--- src/hdl/gpm_pkg.sv ---
`default_nettype none
package gpm_pkg;

	// Field widths of the request and result channels.
	localparam int KIND_W = 2;
	localparam int POS_W = 5;
	localparam int TYPE_W = 2;
	localparam int VAL_W = 8;
	localparam int CLS_W = 3;
	localparam int WSEL_W = 2;
	localparam int CBITS_W = 64;
	localparam int BYTE_W = 8;
	localparam int PLEN_W = 6;

	// Default sizes of the pattern and class stores.
	localparam int MAX_POSITIONS_DEF = 32;
	localparam int NUM_CLASSES_DEF = 8;

	// Request kinds.
	localparam logic [KIND_W-1:0] KIND_POS = 2'd0;
	localparam logic [KIND_W-1:0] KIND_CLASS = 2'd1;
	localparam logic [KIND_W-1:0] KIND_BYTE = 2'd2;
	localparam logic [KIND_W-1:0] KIND_END = 2'd3;

	// Pattern position types.
	localparam logic [TYPE_W-1:0] TYPE_LITERAL = 2'd0;
	localparam logic [TYPE_W-1:0] TYPE_ANY = 2'd1;
	localparam logic [TYPE_W-1:0] TYPE_CLASS = 2'd2;
	localparam logic [TYPE_W-1:0] TYPE_STAR = 2'd3;

	// Control from the request stage to the active set.
	typedef struct packed {
		logic step;    // advance the active set by one subject byte
		logic finish;  // end of subject: report and rearm
	} nfa_ctrl_t;

endpackage
`default_nettype wire

--- src/hdl/gpm_store.sv ---
`default_nettype none
module gpm_store #(
	parameter int MAX_POSITIONS = gpm_pkg::MAX_POSITIONS_DEF,
	parameter int NUM_CLASSES = gpm_pkg::NUM_CLASSES_DEF
) (
	input  wire logic                        clk,
	input  wire logic                        wr_pos,
	input  wire logic [gpm_pkg::POS_W-1:0]   position,
	input  wire logic [gpm_pkg::TYPE_W-1:0]  elem_type,
	input  wire logic [gpm_pkg::VAL_W-1:0]   elem_value,
	input  wire logic                        wr_cls,
	input  wire logic [gpm_pkg::CLS_W-1:0]   class_index,
	input  wire logic [gpm_pkg::WSEL_W-1:0]  word_select,
	input  wire logic [gpm_pkg::CBITS_W-1:0] class_bits,
	input  wire logic [gpm_pkg::BYTE_W-1:0]  subject_byte,
	output logic      [MAX_POSITIONS-1:0]    star_vec,
	output logic      [MAX_POSITIONS-1:0]    fit_vec
);
	import gpm_pkg::*;

	localparam int CLASS_BITS = 1 << BYTE_W;

	logic [TYPE_W-1:0]     typ_q [MAX_POSITIONS];
	logic [VAL_W-1:0]      val_q [MAX_POSITIONS];
	logic [CLASS_BITS-1:0] cls_q [NUM_CLASSES];
	logic [CLASS_BITS-1:0] cls_hit;

	// Each entry decodes its own write strobe; an out-of-range position or class hits none.
	always_ff @(posedge clk) begin
		for (int i = 0; i < MAX_POSITIONS; i++) begin
			if (wr_pos && (int'(position) == i)) begin
				typ_q[i] <= elem_type;
				val_q[i] <= elem_value;
			end
		end
		for (int c = 0; c < NUM_CLASSES; c++) begin
			if (wr_cls && (int'(class_index) == c)) begin
				cls_q[c][{word_select, 6'b0} +: CBITS_W] <= class_bits;
			end
		end
	end

	// Membership of the current byte in each class; classes that do not exist never match.
	always_comb begin
		cls_hit = '0;
		for (int c = 0; c < NUM_CLASSES; c++) begin
			cls_hit[c] = cls_q[c][subject_byte];
		end
	end

	always_comb begin
		for (int i = 0; i < MAX_POSITIONS; i++) begin
			star_vec[i] = (typ_q[i] == TYPE_STAR);
			case (typ_q[i])
				TYPE_LITERAL: fit_vec[i] = (val_q[i] == subject_byte);
				TYPE_ANY:     fit_vec[i] = 1'b1;
				TYPE_CLASS:   fit_vec[i] = cls_hit[val_q[i]];
				default:      fit_vec[i] = 1'b0;
			endcase
		end
	end

endmodule
`default_nettype wire

--- src/hdl/gpm_nfa.sv ---
`default_nettype none
module gpm_nfa #(
	parameter int MAX_POSITIONS = gpm_pkg::MAX_POSITIONS_DEF
) (
	input  wire logic                       clk,
	input  wire logic                       arst_n,
	input  wire gpm_pkg::nfa_ctrl_t         ctrl,
	input  wire logic [gpm_pkg::PLEN_W-1:0] pattern_length,
	input  wire logic [MAX_POSITIONS-1:0]   star_vec,
	input  wire logic [MAX_POSITIONS-1:0]   fit_vec,
	output logic                            match
);
	import gpm_pkg::*;

	localparam int N_BITS = MAX_POSITIONS + 1;
	localparam int LEN_W = $clog2(MAX_POSITIONS + 1);
	localparam int N_LEV = $clog2(MAX_POSITIONS + 1);

	logic [N_BITS-1:0]        act_q;
	logic [MAX_POSITIONS-1:0] en;
	logic [N_BITS-1:0]        prop;
	logic [N_BITS-1:0]        cur;
	logic [N_BITS-1:0]        nxt;
	logic [LEN_W-1:0]         used_len;

	always_comb begin
		for (int i = 0; i < MAX_POSITIONS; i++) begin
			en[i] = (int'(pattern_length) > i);
		end
		if (int'(pattern_length) > MAX_POSITIONS) begin
			used_len = LEN_W'(MAX_POSITIONS);
		end else begin
			used_len = LEN_W'(pattern_length);
		end
	end

	// Star closure as a parallel prefix: a bit reaches upwards across a run of active stars.
	always_comb begin
		logic [N_BITS-1:0] g;
		logic [N_BITS-1:0] p;
		logic [N_BITS-1:0] g_n;
		logic [N_BITS-1:0] p_n;
		int d;
		prop[0] = 1'b0;
		for (int i = 1; i < N_BITS; i++) begin
			prop[i] = star_vec[i-1] & en[i-1];
		end
		g = act_q;
		p = prop;
		for (int l = 0; l < N_LEV; l++) begin
			d = 1 << l;
			for (int i = 0; i < N_BITS; i++) begin
				if (i >= d) begin
					g_n[i] = g[i] | (p[i] & g[i-d]);
					p_n[i] = p[i] & p[i-d];
				end else begin
					g_n[i] = g[i];
					p_n[i] = 1'b0;
				end
			end
			g = g_n;
			p = p_n;
		end
		cur = g;
	end

	// One byte step: a star keeps itself, any other position passes on when the byte fits.
	always_comb begin
		nxt = '0;
		for (int i = 0; i < MAX_POSITIONS; i++) begin
			if (cur[i] && en[i]) begin
				if (star_vec[i]) begin
					nxt[i] = 1'b1;
				end else if (fit_vec[i]) begin
					nxt[i+1] = 1'b1;
				end
			end
		end
	end

	assign match = cur[used_len];

	always_ff @(posedge clk or negedge arst_n) begin
		if (!arst_n) begin
			act_q <= N_BITS'(1);
		end else if (ctrl.finish) begin
			act_q <= N_BITS'(1);
		end else if (ctrl.step) begin
			act_q <= nxt;
		end
	end

endmodule
`default_nettype wire

--- src/hdl/glob_pattern_matcher.sv ---
// Glob pattern matcher.
// Software first loads a compiled glob through the request channel: kind 0 writes one pattern
// position (literal, any byte, bracket class or star), kind 1 writes one 64-bit quarter of a
// bracket class bitmap. The number of positions in use is set through the configuration
// channel (cfg_valid, cfg_ready, cfg_data), which is always ready; it must be written only
// while the block is idle, which the block does not enforce. Subject bytes (kind 2) then
// advance the set of active positions, and an end request (kind 3) yields exactly one
// result, matched, and rearms the matcher. A request is taken at a clock edge where in_valid
// is high and in_stall is low; a result is taken where out_valid is high and out_stall is low.
// Timing: one request per cycle while in_stall is low. A request is fully processed in the
// input register; an end request that completes there loads its result into the output
// register. The depth is set by the byte compare and class lookup feeding the star-closure
// prefix network over all positions.
// If the receiver stalls while a result is held, only an end request waiting in the input
// register is held back (in_stall rises); loads and subject bytes keep flowing.
// Reset (arst_n low) empties both registers, clears the length to zero and leaves only
// position zero active. The pattern and class stores are not cleared and must be loaded
// before use.
`default_nettype none
module glob_pattern_matcher #(
	parameter int MAX_POSITIONS = gpm_pkg::MAX_POSITIONS_DEF,
	parameter int NUM_CLASSES = gpm_pkg::NUM_CLASSES_DEF
) (
	input  wire logic                        clk,
	input  wire logic                        arst_n,
	// Configuration write channel.
	input  wire logic                        cfg_valid,
	output logic                             cfg_ready,
	input  wire logic [gpm_pkg::PLEN_W-1:0]  cfg_data,
	// Request channel.
	input  wire logic                        in_valid,
	output logic                             in_stall,
	input  wire logic [gpm_pkg::KIND_W-1:0]  kind,
	input  wire logic [gpm_pkg::POS_W-1:0]   position,
	input  wire logic [gpm_pkg::TYPE_W-1:0]  elem_type,
	input  wire logic [gpm_pkg::VAL_W-1:0]   elem_value,
	input  wire logic [gpm_pkg::CLS_W-1:0]   class_index,
	input  wire logic [gpm_pkg::WSEL_W-1:0]  word_select,
	input  wire logic [gpm_pkg::CBITS_W-1:0] class_bits,
	input  wire logic [gpm_pkg::BYTE_W-1:0]  subject_byte,
	// Result channel.
	output logic                             out_valid,
	input  wire logic                        out_stall,
	output logic                             matched
);
	import gpm_pkg::*;

	logic                valid_s1;
	logic [KIND_W-1:0]   kind_s1;
	logic [POS_W-1:0]    position_s1;
	logic [TYPE_W-1:0]   elem_type_s1;
	logic [VAL_W-1:0]    elem_value_s1;
	logic [CLS_W-1:0]    class_index_s1;
	logic [WSEL_W-1:0]   word_select_s1;
	logic [CBITS_W-1:0]  class_bits_s1;
	logic [BYTE_W-1:0]   subject_byte_s1;

	logic [PLEN_W-1:0]   plen_q;
	logic                out_valid_q;
	logic                matched_q;

	logic                go_s1;
	logic                end_s1;
	nfa_ctrl_t           ctrl;
	logic [MAX_POSITIONS-1:0] star_vec;
	logic [MAX_POSITIONS-1:0] fit_vec;
	logic                match;

	// The configuration register is a plain write target and never pushes back.
	assign cfg_ready = 1'b1;

	always_ff @(posedge clk or negedge arst_n) begin
		if (!arst_n) begin
			plen_q <= '0;
		end else if (cfg_valid && cfg_ready) begin
			plen_q <= cfg_data;
		end
	end

	// The request in the input register completes unless it is an end request whose result
	// would overwrite one the receiver has not yet taken.
	assign end_s1 = valid_s1 && (kind_s1 == KIND_END);
	assign go_s1 = valid_s1 && !(end_s1 && out_valid_q && out_stall);
	assign in_stall = valid_s1 && !go_s1;

	always_ff @(posedge clk or negedge arst_n) begin
		if (!arst_n) begin
			valid_s1 <= 1'b0;
		end else if (!in_stall) begin
			valid_s1 <= in_valid;
		end
	end

	always_ff @(posedge clk) begin
		if (in_valid && !in_stall) begin
			kind_s1 <= kind;
			position_s1 <= position;
			elem_type_s1 <= elem_type;
			elem_value_s1 <= elem_value;
			class_index_s1 <= class_index;
			word_select_s1 <= word_select;
			class_bits_s1 <= class_bits;
			subject_byte_s1 <= subject_byte;
		end
	end

	assign ctrl = '{step: go_s1 && (kind_s1 == KIND_BYTE),
		finish: go_s1 && (kind_s1 == KIND_END)};

	gpm_store #(
		.MAX_POSITIONS(MAX_POSITIONS),
		.NUM_CLASSES(NUM_CLASSES)
	) u_store (
		.clk(clk),
		.wr_pos(go_s1 && (kind_s1 == KIND_POS)),
		.position(position_s1),
		.elem_type(elem_type_s1),
		.elem_value(elem_value_s1),
		.wr_cls(go_s1 && (kind_s1 == KIND_CLASS)),
		.class_index(class_index_s1),
		.word_select(word_select_s1),
		.class_bits(class_bits_s1),
		.subject_byte(subject_byte_s1),
		.star_vec(star_vec),
		.fit_vec(fit_vec)
	);

	gpm_nfa #(
		.MAX_POSITIONS(MAX_POSITIONS)
	) u_nfa (
		.clk(clk),
		.arst_n(arst_n),
		.ctrl(ctrl),
		.pattern_length(plen_q),
		.star_vec(star_vec),
		.fit_vec(fit_vec),
		.match(match)
	);

	// Output register: loaded by a completing end request, emptied when the result is taken.
	always_ff @(posedge clk or negedge arst_n) begin
		if (!arst_n) begin
			out_valid_q <= 1'b0;
		end else if (ctrl.finish) begin
			out_valid_q <= 1'b1;
		end else if (!out_stall) begin
			out_valid_q <= 1'b0;
		end
	end

	always_ff @(posedge clk) begin
		if (ctrl.finish) begin
			matched_q <= match;
		end
	end

	assign out_valid = out_valid_q;
	assign matched = matched_q;

`ifndef ASSERT_OFF
	// Requests are only held back behind a result the receiver is refusing.
	a_stall_cause: assert property (@(posedge clk) disable iff (!arst_n)
		in_stall |-> (out_valid && out_stall))
		else $error("request stalled without a blocked result");

	// A completing end request always shows a result on the next cycle.
	a_end_result: assert property (@(posedge clk) disable iff (!arst_n)
		(end_s1 && !in_stall) |=> out_valid)
		else $error("end request gave no result");

	// A taken result is not shown again unless a new end request completed.
	a_no_repeat: assert property (@(posedge clk) disable iff (!arst_n)
		(out_valid && !out_stall && !ctrl.finish) |=> !out_valid)
		else $error("result repeated");
`endif

endmodule
`default_nettype wire
--- config.mk ---
export PLATFORM = sky130hd
export DESIGN_NAME = glob_pattern_matcher
export DESIGN_NICKNAME = d
export VERILOG_FILES = /design/src/hdl/gpm_pkg.sv /design/src/hdl/gpm_store.sv /design/src/hdl/gpm_nfa.sv /design/src/hdl/glob_pattern_matcher.sv
export SDC_FILE = /design/constraint.sdc
export NUM_CORES = 2
export LEC_CHECK = 0
export BUFFER_PORTS_ARGS = -buffer_cell sky130_fd_sc_hd__buf_2
export CORE_MARGIN = 4
export CORE_UTILIZATION = 63
export DETAILED_ROUTE_END_ITERATION = 10
export PLACE_DENSITY = 0.79
export SLEW_MARGIN = 20
export SYNTH_ARGS = -nofsm -noshare
export SYNTH_HDL_FRONTEND = slang
export SYNTH_HIERARCHICAL = 1
export SYNTH_SLANG_ARGS = --single-unit
--- constraint.sdc ---
create_clock -name clk -period 4.65 [get_ports clk]
set_clock_uncertainty 0.05 [all_clocks]
set_input_delay 0.6975 -clock clk [delete_from_list [all_inputs] [get_ports clk]]
set_output_delay 0.6975 -clock clk [all_outputs]
set_load 0.02 [all_outputs]
* Word level (Yosys, flattened, before mapping)
Memory sizes are Yosys's and may differ from the RTL's.
Index checks and enable logic that the tools add are counted.
** Storage, ports and cells
- Memories :: 3
- Latch bits :: 0
- RAM bits :: 2368
- Memory bits (read-only) :: 0
- Bits in registers :: 136
- Word-level logic and storage cells :: 1385
- Output and inout bits :: 4
** Memories
- u_store.cls_q :: depth 8, width 256, rd ports 8, clocked after Yosys merged registers in 0, write ports 1, RTL line gpm_store.sv:25 : logic [CLASS_BITS-1:0] cls_q [NUM_CLASSES];
- u_store.val_q :: depth 32, width 8, rd ports 32, clocked after Yosys merged registers in 0, write ports 1, RTL line gpm_store.sv:24 : logic [VAL_W-1:0] val_q [MAX_POSITIONS];
- u_store.typ_q :: depth 32, width 2, rd ports 32, clocked after Yosys merged registers in 0, write ports 1, RTL line gpm_store.sv:23 : logic [TYPE_W-1:0] typ_q [MAX_POSITIONS];
** Cells by class
- Shifts and indexed selects :: 2
- Bitwise operators :: 405
- Equal/unequal tests :: 170
- Add/subtract/negate cells :: 1
- Divide/modulo/power cells :: 0
- $lt $le $gt $ge :: 67
- Mux-type cells :: 534
- Reductions and logical operators :: 190
- Multipliers :: 0
** Operator list (count)
- 256-bit two-way mux :: 22
- 256-bit OR reduction :: 7
- 1-bit binary-select mux with 8-bit select :: 40
- 5-bit two-way mux :: 62
- 8-bit by 9-bit less-than comparator with 1-bit output (second input constant) :: 33
- 1-bit two-way mux :: 273
- 1-bit AND :: 270
- 8-bit == test :: 32
- 64-bit by 10-bit variable shift with 256-bit output (first input constant) :: 1
- 64-bit by 10-bit indexed part select with 256-bit output :: 1
- 8-bit two-way mux :: 31
- 8-bit OR reduction :: 31
- 1-bit bitwise OR :: 135
- 2-bit == test (second input constant) :: 66
- 2-bit two-way mux :: 63
- 6-bit by 5-bit greater-than comparator with 1-bit output (second input constant) :: 16
- 1-bit one-hot mux with 3 select lines :: 32
- 1-bit logical AND :: 82
- 5-bit == test (second input constant) :: 16
- 2-bit by 1-bit == test with 1-bit output (second input constant) :: 33
- 2-bit logical NOT :: 33
- 33-bit two-way mux :: 2
- 2-bit OR reduction :: 31
- 6-bit by 4-bit greater-than comparator with 1-bit output (second input constant) :: 8
- other kinds (21) :: 49

* Depth between registers and ports, before layout
An unclocked memory read counts as a cell.
- Depth after elaboration :: 73
- Mapped depth :: 23

* Cells and area by module
The synthesis kept the hierarchy.
** By module, submodules not included
- gpm_store :: area an instance 97280.8 sq um, cells each 5092, sequential area each 71108.2 sq um, instances 1
- gpm_nfa :: area an instance 3731.1 sq um, cells each 526, sequential area each 827.0 sq um, instances 1
- glob_pattern_matcher :: area an instance 3226.8 sq um, cells each 123, sequential area each 3052.9 sq um, instances 1

* Worst setup path before layout
OpenSTA, ideal clock, no wires.
- Path type :: register to register
- Start point :: reg subject_byte_s1[1]
- End point :: reg u_nfa.act_q[4]
- Clock period less this slack :: 4118 ps
- Data arrival time :: 3969 ps
- Setup slack :: 532 ps
- Path buffers :: 4
- Data required time :: 4501 ps
- Cell stages (with the launch flop) :: 18
- Library setup time :: 99 ps
- Path through :: edfxtp_1 > buf_4 > or3b_2 > clkbuf_1 > o22ai_1 > nor4_1 > nor3_1 > o211ai_1 > or4_1 > buf_2 > buf_6 > mux2i_1 > nor3_1 > o41ai_1 > or4b_2 > nand2b_1 > a21oi_1 > a311oi_1
** On the way
- Word-level cells in the longest chain between the ends :: 12
- Elaborated cells between the ends (all ways) :: 27
- Classes of those cells :: eq/ne (1); mux (26)
** RTL lines
- start, declared :: RTL line glob_pattern_matcher.sv:56 : logic [BYTE_W-1:0] subject_byte_s1;
- start signal, assigned :: RTL line glob_pattern_matcher.sv:103 : subject_byte_s1 <= subject_byte;
- 1-bit binary-select mux with 8-bit select :: RTL line gpm_store.sv:47 : cls_hit[c] = cls_q[c][subject_byte];
- 1-bit two-way mux (implied by the code) :: RTL line gpm_store.sv:47
- 1-bit binary-select mux with 8-bit select :: RTL line gpm_store.sv:57 : TYPE_CLASS: fit_vec[i] = cls_hit[val_q[i]];
- 1-bit two-way mux (implied by the code) :: RTL line gpm_store.sv:57
- 1-bit one-hot mux with 3 select lines (*) :: RTL line gpm_store.sv:54 : case (typ_q[i])
- net fit_vec[3] :: RTL line glob_pattern_matcher.sv:66 : logic [MAX_POSITIONS-1:0] fit_vec;
- 1-bit two-way mux (*) :: RTL line gpm_nfa.sv:74 : end else if (fit_vec[i]) begin
- 1-bit two-way mux (*) :: RTL line gpm_nfa.sv:72 : if (star_vec[i]) begin
- 2-bit two-way mux (*) :: RTL line gpm_nfa.sv:71 : if (cur[i] && en[i]) begin
- 1-bit two-way mux :: RTL line gpm_nfa.sv:72
- 2-bit two-way mux (*) :: RTL line gpm_nfa.sv:71
- 33-bit two-way mux (*) :: RTL line gpm_nfa.sv:88 : end else if (ctrl.step) begin
- 33-bit two-way mux (*) :: RTL line gpm_nfa.sv:86 : end else if (ctrl.finish) begin
- end signal, assigned :: RTL line gpm_nfa.sv:89 : act_q <= nxt;
- end, declared :: RTL line gpm_nfa.sv:19 : logic [N_BITS-1:0] act_q;
The timed path passes the listed nets; every way through them passes the cells marked *. The select of a mux whose other input is x is not followed.
A chain may end at the register's enable or synchronous reset.

* Worst setup path in the final report
- Start point :: reg subject_byte_s1[0]
- End point :: reg u_nfa.act_q[24]
Same word-level chain as after synthesis.

==> metrics <==
outcome completed; Area growth syn-to-layout 13.81%; antenna violations before repair 45; fill count a little over 9000; Setup-failing EPs final 0; DRC errors left 0; simple logic cell fraction of the synthesized area 0.06179; Setup Crit Path Kind register to register; top-area cell type share of the netlist area 0.7095; Mapped Area 104200 um2; Die X 414.8 um; top-count cell post-synth edfxtp_1; Pleak roughly 42 nW; Crit. End Element register; clk sinks between 2000 and 3000; sequential share of the synthesized area 0.7194; Setup TNS 0 ns; Fmax ~0.22 GHz; largest family of logic cells by synthesized area multiplexers; Peak supply drop 425.7 uV; row count between 100 and 150; RD Place Congestion 0.9515; reg2reg setup slack about 0.0026 ns; power share of the combinational group 0.071; CP Launch Type register; Synth cell types between 100 and 150; WP data required 5.29 ns; Critical R2R Capture u_nfa/act_q[24]; Starting DRT DRC Count about 9800; post-synthesis xor/xnor area fraction 0.02075; Placed Instances 8076; leading area contributor after synthesis edfxtp_1; initial core utilization 0.6332; die area 172000 um2; adder-cell share of the synthesized area 0.0004801; Crit Path Max Fanout 20; Final Util 0.7207; Longest Clk Path Bufs 3; max-cap viol count 0; Seq pwr share 0.526; port bufs 107; grt total ovfl 0; Slew Viols, Final 0; Routed Antenna Nets 0; measured slew at the worst slew-check pin 1.192 ns; Synthesized Nets 5850; syn avg cell area 18.16 um2; Synth Area in Compound Gates 0.05161; # H-tree levels 4; fin crit period 4.647 ns; fraction of layout cells with a size suffix above 1 0.2255; Final #Nets 6339; Async SR Flop Fraction 0.01637; Die Ht 414.8 um; worst hold margin 0.06941 ns; largest net degree at the start of global routing 68; vias 61640; Sw Ratio 0.2283; Power Total 47.85 mW; top post-synthesis cells by area edfxtp_1 71%, mux4_2 9.0%, and2_1 2.0%, xor2_1 2.0%, mux2i_1 1.6%; Worst slew margin 0.2053; number of synthesized flops with an enable pin 2463; DRT Pass-1 Iters 8; Internal Pwr Total 36.93 mW; Post-synth top cells 2463 x edfxtp_1, 416 x mux4_2, 340 x and2_1, 241 x xor2_1, 218 x nor2_1; clock share of power 0.403; Setup crit start subject_byte_s1[0]; DR WL/cell 34.86 um; global-route wire length before repair 431.1 mm; Post-Layout Cell Count about 8700; Boundary Pins 109; dpl hpwl 184.9 mm; Arr. time, crit path 5.29 ns; pwr/cell area 403.3 nW/um2; Hold/Removal Path Class input port to register; total wire length 303.1 mm; CP endpoint u_nfa/act_q[24]; multiplexer share of the synthesized area 0.1218; Root Buffer clkbuf_16; number of global-route vias before repair just over 60000; CTS tree yes; ys flop type edfxtp_1; Psw 10.92 mW; synthesis warning total 6; worst skew pair latency 0.89 ns; R2R Path Start subject_byte_s1[0]; RSZ-0062 raised after global routing true; final hold vios 0; Reg clk slew, reported paths 0.07 ns; Num CTS Buffers 231; core footprint 164600 um2; Period Utilization, post-route 0.9994; length in cells of the worst reg-to-reg path 18; Mapped Cells 5741; vias per cell 7.089; FF+latch count, synth 2504; All-Layer GR Usage 0.3480
==> layer usage <==
layer	global-route usage	wire length, um	share of wire
met1	0.4546	101000	0.33
met2	0.5306	141900	0.47
met3	0.08619	38110	0.13
met4	0.2217	21960	0.072
met5	0	126	0.00042
==> cells by family after synthesis <==
kind of cell               Yosys count
DFF                               2504
other                                1
muxes                              668
and+or+nand+nor                   1158
buffers and inverters              407
xor gates and xnor gates           247
adders and majority gates            4
AOI/OAI and AO/OA                  752
==> cell type report <==
| type | count | area [um2] | area share |
|---|---|---|---|
| clock inverter | 153 | 1617 | 0.01363 |
| timing repair buffer | 600 | 5580 | 0.04704 |
| tap | 2189 | 2739 | 0.02309 |
| antenna | 71 | 177.7 | 0.001498 |
| inverter | 63 | 236.5 | 0.001993 |
| multi-input combinational | 2830 | 27230 | 0.2295 |
| clock buffer | 285 | 6068 | 0.05115 |
| sequential | 2504 | 74990 | 0.6321 |
==> power groups by stage <==
| stage | Clock, mW | Sequential (mW) | Combinational, mW |
|---|---|---|---|
| floorplan | 0 | 25.4 | 1.80 |
| finish | 19.3 | 25.2 | 3.39 |
| global placement | 0 | 25.6 | 3.04 |
| global route | 20.4 | 25.1 | 3.49 |
| detailed placement | 0 | 25.6 | 3.09 |
| CTS | 19.3 | 25.1 | 3.23 |
==> placed cells by master, fill, tap and decap left out, types with 18 or more instances in the layout <==
master / Yosys / routed
xor2_1: 241 / 241
edfxtp_1: 2463 / 2463
a21oi_1: 147 / 140
nand2b_1: 28 / 28
nor3_1: 47 / 44
inv_1: 60 / 60
bufinv_16: 0 / 27
nor3b_1: 51 / 48
clkbuf_16: 0 / 237
buf_12: 22 / 71
mux2_2: 30 / 30
nor2b_1: 22 / 18
buf_4: 41 / 306
and3_1: 31 / 31
mux2i_1: 170 / 167
nor2_1: 218 / 214
diode_2: 0 / 71
nor4_1: 106 / 101
dlygate4sd3_1: 0 / 99
a211oi_1: 51 / 42
clkinv_1: 0 / 55
o2111ai_1: 18 / 18
o22ai_1: 86 / 85
nand3_1: 51 / 51
nand4_1: 32 / 32
nand2_1: 143 / 143
and2_2: 0 / 21
buf_2: 82 / 106
a22oi_1: 117 / 115
o31ai_1: 19 / 19
clkbuf_1: 112 / 50
o21ai_0: 51 / 48
clkinv_2: 0 / 43
mux4_1: 45 / 43
and2_1: 340 / 307
or2_2: 19 / 18
dfrtp_1: 40 / 40
mux4_2: 416 / 418
a31oi_1: 37 / 36
==> state kept, by name, indices dropped and copies added, names as in the netlist <==
register / flops
u_store/typ_q: 64
elem_value_s1: 8
valid_s1: 1
u_nfa/act_q: 33
elem_type_s1: 2
u_store/cls_q: 2048
class_bits_s1: 64
plen_q: 6
kind_s1: 2
position_s1: 5
word_select_s1: 2
subject_byte_s1: 8
out_valid: 1
u_store/val_q: 256
class_index_s1: 3
matched: 1
==> repair_timing <==
| action | CTS | global route |
|---|---|---|
| buffers inserted | 3 | 5 |
| cloned | 1 | 2 |
| gates resized for setup | 42 | 60 |
| hold buffers | 99 | 0 |
| pin swaps | 7 | 13 |
| setup endpoints to repair | 26 | 26 |
| endpoints found under the hold margin | 138 | 0 |
==> worst min-delay path by stage <==
stage	startpoint	end	depth (start not counted)	slack (ns)
2_1_floorplan	arst_n	out_valid	0	0.35
3_3_place_gp	u_nfa/act_q[32]	u_nfa/act_q[32]	2	0.47
3_5_place_dp	u_nfa/act_q[32]	u_nfa/act_q[32]	2	0.47
4_1_cts	subject_byte[3]	subject_byte_s1[3]	1	0.002
5_1_grt	class_index[1]	class_index_s1[1]	1	0.03
6_report	subject_byte[3]	subject_byte_s1[3]	1	0.07
==> through the flow <==
| stage | worst slack [ns] | instance area (um2) |
|---|---|---|
| after global routing | -0.06865 | 118500 |
| after detailed placement | -0.3247 | 109200 |
| after CTS | -0.01101 | 118100 |
| after floorplan | 0.5316 | 104200 |
| final | 0.002566 | 118600 |
| after global placement | -0.3613 | 109200 |
==> critical path, stage by stage (launching register included) <==
cell and delay [ns]:
edfxtp_1 0.37, buf_12 0.13, buf_12 0.15, buf_4 0.15, bufbuf_16 0.31, mux4_1 0.57
a22oi_1 0.29, a21oi_1 0.13, or4_1 0.64, nor2_1 0.15, or4_4 0.17, buf_4 0.17
buf_12 0.18, mux2i_1 0.10, o31ai_1 0.27, o32ai_2 0.15, nor3b_1 0.16, a21oi_1 0.18
a211oi_1 0.09
No activity file was read; power rests on OpenSTA's default activity.
